==> src/rtl/core/pwps_pkg.sv <==
package pwps_pkg;

   localparam int COORD_BITS      = 8;
   localparam int PHASE_BITS      = 24;
   localparam int SINE_TABLE_BITS = 10;
   localparam int ROUND_SHIFT     = PHASE_BITS - SINE_TABLE_BITS;
   localparam int QUAD_BITS       = SINE_TABLE_BITS - 2;
   localparam int QUAD_SIZE       = 1 << QUAD_BITS;
   localparam int SINE_BITS       = 31;
   localparam int AMP_BITS        = 32;
   localparam int OUT_BITS        = 32;
   localparam int SITE_BITS       = 16;
   localparam int COMP_BITS       = 4;
   localparam int CSR_INDEX_BITS  = 4;
   localparam int CSR_DATA_BITS   = 32;
   localparam int PROD_BITS       = AMP_BITS + SINE_BITS;

   typedef logic [COORD_BITS-1:0]      coord_type;
   typedef logic [PHASE_BITS-1:0]      phase_type;
   typedef logic [SINE_TABLE_BITS-1:0] index_type;
   typedef logic [SINE_BITS-1:0]       sine_type;

   typedef struct packed {
      logic [SITE_BITS-1:0] site;
      logic [COMP_BITS-1:0] component;
   } tag_type;

   typedef struct packed {
      phase_type step_x;
      phase_type step_y;
      phase_type step_z;
      coord_type origin_x;
      coord_type origin_y;
      coord_type origin_z;
   } geom_type;

   typedef enum logic [CSR_INDEX_BITS-1:0] {
      CSR_PHASE_STEP_X = 4'd0,
      CSR_PHASE_STEP_Y = 4'd1,
      CSR_PHASE_STEP_Z = 4'd2,
      CSR_ORIGIN_X     = 4'd3,
      CSR_ORIGIN_Y     = 4'd4,
      CSR_ORIGIN_Z     = 4'd5,
      CSR_AMPLITUDE    = 4'd6,
      CSR_SLICE_LOCAL  = 4'd7
   } csr_index_type;

   typedef enum logic [1:0] {
      QUAD_0 = 2'd0,
      QUAD_1 = 2'd1,
      QUAD_2 = 2'd2,
      QUAD_3 = 2'd3
   } quad_type;

   localparam logic [63:0] Q30_ONE     = 64'd1073741824;
   localparam logic [63:0] HALF_PI_Q30 = 64'd1686629713;

   // sin(pi/2 * v / QUAD_SIZE) in Q30, truncated Taylor form
   function automatic logic [63:0] quarter_sine(input logic [63:0] v);
      logic [63:0] u;
      logic [63:0] x;
      logic [63:0] x2;
      logic [63:0] t;
      logic [63:0] s;
      u  = v << (30 - QUAD_BITS);
      x  = (u * HALF_PI_Q30) >> 30;
      x2 = (x * x) >> 30;
      t  = Q30_ONE - x2 / 64'd110;
      t  = Q30_ONE - ((x2 * t) >> 30) / 64'd72;
      t  = Q30_ONE - ((x2 * t) >> 30) / 64'd42;
      t  = Q30_ONE - ((x2 * t) >> 30) / 64'd20;
      t  = Q30_ONE - ((x2 * t) >> 30) / 64'd6;
      s  = (x * t) >> 30;
      return (s > Q30_ONE) ? Q30_ONE : s;
   endfunction

   typedef sine_type sine_lut_type [QUAD_SIZE];

   function automatic sine_lut_type build_sine_lut();
      sine_lut_type lut;
      for (int i = 0; i < QUAD_SIZE; i++) begin
         lut[i] = SINE_BITS'(quarter_sine(64'(i)));
      end
      return lut;
   endfunction

   localparam sine_lut_type SINE_LUT  = build_sine_lut();
   localparam sine_type     SINE_FULL = SINE_BITS'(quarter_sine(64'(QUAD_SIZE)));

endpackage

==> src/rtl/core/pwps_phase.sv <==
module pwps_phase (
   input  logic                clock,
   input  logic                reset,
   input  logic                advance,
   input  logic                in_valid,
   input  pwps_pkg::coord_type coord_x,
   input  pwps_pkg::coord_type coord_y,
   input  pwps_pkg::coord_type coord_z,
   input  pwps_pkg::tag_type   in_tag,
   input  pwps_pkg::geom_type  geom,
   output logic                out_valid,
   output pwps_pkg::index_type out_index,
   output pwps_pkg::tag_type   out_tag
);

   localparam int MUL_BITS = pwps_pkg::PHASE_BITS + pwps_pkg::COORD_BITS + 2;

   logic                  s1_valid_ff;
   pwps_pkg::tag_type     s1_tag_ff;
   pwps_pkg::phase_type   term_x_ff, term_y_ff, term_z_ff;
   pwps_pkg::phase_type   term_x_in, term_y_in, term_z_in;

   logic                  s2_valid_ff;
   pwps_pkg::tag_type     s2_tag_ff;
   pwps_pkg::index_type   index_ff, index_in;

   logic [pwps_pkg::COORD_BITS:0] diff_x, diff_y, diff_z;
   logic signed [MUL_BITS-1:0] prod_x, prod_y, prod_z;
   pwps_pkg::phase_type   phase_sum, phase_rnd;

   // stage 1: signed axis offsets times step, modulo one turn
   always_comb begin
      diff_x = {1'b0, coord_x} - {1'b0, geom.origin_x};
      diff_y = {1'b0, coord_y} - {1'b0, geom.origin_y};
      diff_z = {1'b0, coord_z} - {1'b0, geom.origin_z};
      prod_x = $signed({1'b0, geom.step_x}) * $signed(diff_x);
      prod_y = $signed({1'b0, geom.step_y}) * $signed(diff_y);
      prod_z = $signed({1'b0, geom.step_z}) * $signed(diff_z);
      term_x_in = prod_x[pwps_pkg::PHASE_BITS-1:0];
      term_y_in = prod_y[pwps_pkg::PHASE_BITS-1:0];
      term_z_in = prod_z[pwps_pkg::PHASE_BITS-1:0];
   end

   // stage 2: sum and round to table index
   always_comb begin
      phase_sum = term_x_ff + term_y_ff + term_z_ff;
      phase_rnd = phase_sum + pwps_pkg::PHASE_BITS'(1 << (pwps_pkg::ROUND_SHIFT - 1));
      index_in  = phase_rnd[pwps_pkg::PHASE_BITS-1:pwps_pkg::ROUND_SHIFT];
   end

   always_ff @(posedge clock) begin
      if (reset) begin
         s1_valid_ff <= 1'b0;
         s2_valid_ff <= 1'b0;
      end else if (advance) begin
         s1_valid_ff <= in_valid;
         s2_valid_ff <= s1_valid_ff;
      end
   end

   always_ff @(posedge clock) begin
      if (advance) begin
         s1_tag_ff <= in_tag;
         term_x_ff <= term_x_in;
         term_y_ff <= term_y_in;
         term_z_ff <= term_z_in;
         s2_tag_ff <= s1_tag_ff;
         index_ff  <= index_in;
      end
   end

   assign out_valid = s2_valid_ff;
   assign out_index = index_ff;
   assign out_tag   = s2_tag_ff;

endmodule

==> config.mk <==
export PLATFORM = sky130hd
export DESIGN_NAME = pwps_phase
export DESIGN_NICKNAME = d
export VERILOG_FILES = /design/src/rtl/core/pwps_pkg.sv /design/src/rtl/core/pwps_phase.sv
export SDC_FILE = /design/constraint.sdc
export NUM_CORES = 1
export LEC_CHECK = 0
export BUFFER_PORTS_ARGS = -buffer_cell sky130_fd_sc_hd__buf_2
export CELL_PAD_IN_SITES_DETAIL_PLACEMENT = 1
export CELL_PAD_IN_SITES_GLOBAL_PLACEMENT = 1
export CORE_MARGIN = 2
export CORE_UTILIZATION = 49
export CTS_CLUSTER_SIZE = 25
export DETAILED_ROUTE_END_ITERATION = 16
export PLACE_DENSITY_LB_ADDON = 0.1
export SLEW_MARGIN = 20
export SYNTH_ARGS = -nofsm -noshare
export SYNTH_HDL_FRONTEND = slang
export SYNTH_SLANG_ARGS = --single-unit
==> constraint.sdc <==
create_clock -name clock -period 16.9 [get_ports clock]
set_clock_uncertainty 0.15 [all_clocks]
set_input_delay 0.845 -clock clock [delete_from_list [all_inputs] [get_ports clock]]
set_output_delay 0.845 -clock clock [all_outputs]
set_load 0.1 [all_outputs]
# [Yosys cells after proc, flatten, opt, wreduce, memory -nomap -nowiden]
# Cells that the tools add are included.
[word_totals] reg_bits=124 input_bits=144 elab_cells=19 output_inout_bits=31
[classes] n_mul=3 addsub=6
[ops] operator="$mul A25 B9 Y24" count=3
[ops] operator="$add A24 B24 Y24" count=2
[ops] operator="$sub A8 B8 Y9" count=3
[ops] operator="$add A24 B14 Y24 const B" count=1

# [Depth between registers and ports, before layout]
[logic_depth] word_depth=3 mapped_depth=29 mapped_depth_nobuf=27

# [Least setup slack after synthesis]
# OpenSTA, ideal clock, no wires.
[synth_path] path_kind="input port to flip-flop" startpoint="input coord_z[0]" endpoint="register term_z_ff[23] (data pin)" path_slack_ps=9437 stages=27 n_path_buf=1 arrival_ps=7055 setup_ps=258 t_required_ps=16492 cell_sequence="inv_1 > ha_1 > fa_1 > and2b_1 > o221ai_2 > nand2b_1 > a21oi_1 > xnor2_1 > clkbuf_1 > nand2_1 > fa_1 > fa_1 > inv_1 > fa_1 > fa_1 > inv_1 > fa_1 > inv_1 > ha_1 > o21a_1 > o31a_1 > o221a_1 > o211a_1 > o21a_1 > o21a_1 > o41a_1 > xor2_1"
[synth_between] elab_chain_cells=2
[synth_lines] item="from (decl)" line="pwps_phase.sv:8" text="input pwps_pkg::coord_type coord_z,"
[synth_lines] item="$sub A8 B8 Y9" line="pwps_phase.sv:35" text="diff_z = {1'b0, coord_z} - {1'b0, geom.origin_z};"
[synth_lines] item="$mul A25 B9 Y24" line="pwps_phase.sv:38" text="prod_z = $signed({1'b0, geom.step_z}) * $signed(diff_z);"
[synth_lines] item="named net prod_z[23]" line="pwps_phase.sv:28" text="logic signed [MUL_BITS-1:0] prod_x, prod_y, prod_z;"
[synth_lines] item="to (signal assigned)" line="pwps_phase.sv:66" text="term_z_ff <= term_z_in;"
[synth_lines] item="to (decl)" line="pwps_phase.sv:20" text="pwps_pkg::phase_type term_x_ff, term_y_ff, term_z_ff;"
# The timed path passes the listed nets, and every way through them passes these cells.
# A chain may end at the register's enable or synchronous reset.

# [Worst setup path in the final report]
[layout_path] startpoint="input coord_z[0]" endpoint="register term_z_ff[22] (data pin)"
# Same word-level chain as after synthesis.

==> impl_metrics.yaml <==
run_status:
  outcome: "complete, no violations"
sta:
  rsz0062_at_grt: "false"
  fmax_ghz: 0.135
  relSlewSlack_pct: 32.5
  hold_viol_final: 0
  setup_tns_ps: 0
  tightest_slew_ps: 1010
  fin_ws_ps: 9490
  post-route-min-period_ps: 7410
  finalMaxSlewViolations: 0
  finalSetupViolCount: 0
  post-route-period-util_pct: 43.8
synth:
  synthDominantCellAreaShare_pct: 36.6
  yosys.area.top_type: "fa_1"
  synth_seq_cells: 124
  synth_ff_type: "edfxtp_1"
  syn_area_per_cell_um2: 10.6
  synthCells: 2054
  post_synth_instance_area_mm2: 0.0217
  synth-edff-count: 122
  netlist_top_cells_area: "fa_1, edfxtp_1, ha_1"
  synth_nets: 2810
  ys_warn_count: 0
  ys_seq_area_share_pct: 17.0
  synth_cell_type_count: 64
  async_reset_ff_share_pct: 0
worst_setup_path:
  setup.worst_path.class: "input pin to register"
  worstPathRequired_ps: 16930
  rr_worst_depth: 10
  cp_max_fo: 17
  critPathArrivalTime_ps: 7440
  r2r-end: "out_index[7]"
  critPathMaxStageDelay_ps: 510
  startpoint_type: "input pin"
  end_kind: "register"
  cp_slowest_cell: "o311ai_1"
  timing.critical_path.mode_cell: "fa_1"
  r2r-start: "term_x_ff[12]"
  rrSetupSlack_ps: 13450
placed_design:
  place.gp.congestion: 0.835
  place_ws_ps: 9070
  io_buffers: 174
  dp_hpwl_mm: 43.1
detailed_routing:
  viasPerCell: 5.29
  first_pass_iters: 5
  routed-via-count: 14900
  drt_wl_total_mm: 52.9
  wl_per_cell_um: 18.7
  ant_nets: 0
  drc_errors: 0
  initialDrtViolationCount: 589
clocking:
  cts.sinks: 124
  clockBufferDepth: 2
  ctsHtreeMaxLevel: 4
  insertion_delay_ps: 430
  post_cts_resized: 0
  cts_setup_buffers: 0
  cts_buffers: 17
  clkTransAtPathRegs_ps: 70
  cts_tree: "built"
  cts_hold_buf: 0
  clockRootBuffer: "clkbuf_16"
worst_hold_path:
  hold_path_class: "register to register"
  hold_path_end: "out_tag[8]"
  min_from: "s1_tag_ff[8]"
  hold_depth: 0
die:
  initial_core_util_pct: 49.4
  dieArea_mm2: 0.0461
  top_level_ports: 175
  rows: 77
  die_x_um: 215
  core-area_mm2: 0.0440
  fp.dieH_um: 215
global_routing:
  busiest_layer: "met2"
  grt-ovfl-total: 0
  met2_usage_pct: 46.1
  grt_pass1_vias: 17100
  grt_first_pass_wirelength_mm: 89.0
  grt_start_max_net_pins: 79
  met1_usage_pct: 30.2
  use_met3_pct: 2.28
  antenna_found_initial: 1
  grtUsageTotal_pct: 24.2
cells_and_area:
  multi_input_area_mm2: 0.0168
  mostFrequentLayoutCell: "fa_1"
  fin_nets: 2978
  seq_area_mm2: 0.00370
  final_cell_mix: "fa_1, inv_1, and2_1"
  fillCellCount: 4916
  syn2layout_area_growth_pct: 9.90
  drive_above_1_share_pct: 11.0
job:
  maxCapViolations: 0
==> through the flow <==
step / hold slack (ps) / instances / utilization, % / area, um^2
2_1_floorplan: 250 / 2054 / - / 21700
3_3_place_gp: 250 / 2795 / 53.0 / 23300
3_5_place_dp: 256 / 2795 / 53.0 / 23300
4_1_cts: 266 / 2827 / 54.2 / 23900
5_1_grt: 278 / 2828 / 54.2 / 23900
6_report: 262 / 2828 / 54.2 / 23900
==> synth_stat cells, types with 4 or more instances <==
library cell	n
nand2_1	125
a31oi_1	4
edfxtp_1	122
inv_1	284
nand2b_1	130
o22ai_1	6
o21ai_1	6
nor2_1	77
or2_1	6
clkbuf_1	45
nor3_1	18
xnor2_1	88
xor2_1	25
o221a_1	4
or2_2	11
o311ai_0	4
xnor3_1	6
nor2b_1	37
fa_1	397
o21bai_1	5
ha_1	215
nand4_1	7
a21o_1	15
o21ai_0	20
and2_1	256
or3_1	6
a21oi_1	58
o21a_1	15
==> critical path, delay by kind of cell <==
| family | cells | cell delay, ps |
|---|---|---|
| adders and majority gates | 8 | 3100 |
| and+or+nand+nor | 5 | 1320 |
| AOI/OAI and AO/OA | 7 | 1580 |
| buffers and inverters | 7 | 550 |
==> logic make-up (layout without fill, tap and decap cells) <==
group                      Yosys count  in the layout  share of synthesized area (%)
adders and majority gates          612            612                           48.9
DFF                                124            124                           17.0
muxes                                3              3                          0.138
and+or+nand+nor                    697            697                           17.8
AOI/OAI and AO/OA                  167            167                           5.12
buffers and inverters              332            513                           5.75
other                                0              1                              0
xor gates and xnor gates           119            119                           5.18
==> state kept, by name (all words and copies together), names as in the netlist <==
signal / cells
term_y_ff: 24
out_index: 10
term_x_ff: 24
s1_valid_ff: 1
s1_tag_ff: 20
out_tag: 20
term_z_ff: 24
out_valid: 1
==> how the worst max path moves through the flow <==
stage                     from  cells past startpoint            end  slack, ps
floorplan           coord_z[0]                     27  term_z_ff[23]       9440
detailed placement  coord_z[0]                     27  term_z_ff[22]       9070
global route        coord_y[0]                     28  term_y_ff[23]       9090
finish              coord_z[0]                     27  term_z_ff[22]       9490
global placement    coord_z[0]                     28  term_z_ff[23]       9170
CTS                 coord_z[0]                     27  term_z_ff[22]       9510
==> area by class of cell <==
| cell class | count | share of cell area [%] |
|---|---|---|
| diodes | 1 | 0.0105 |
| clock buffers | 18 | 1.80 |
| clock inverters | 14 | 0.471 |
| repair buffers | 196 | 4.35 |
| flip-flops and latches | 124 | 15.5 |
| well taps | 592 | 3.10 |
| multi-input cells | 1598 | 70.3 |
| inverters | 285 | 4.48 |
==> metal layers <==
| layer | up-vias | routed length, um |
|---|---|---|
| li1 | 6847 | - |
| met4 | 0 | 638 |
| met3 | 47 | 1100 |
| met1 | 7872 | 21800 |
| met5 | - | 0 |
| met2 | 183 | 29400 |
Power is left out: the tool's default activity adds up to more than one toggle a clock period on the data nets, which glitch-free logic cannot reach.
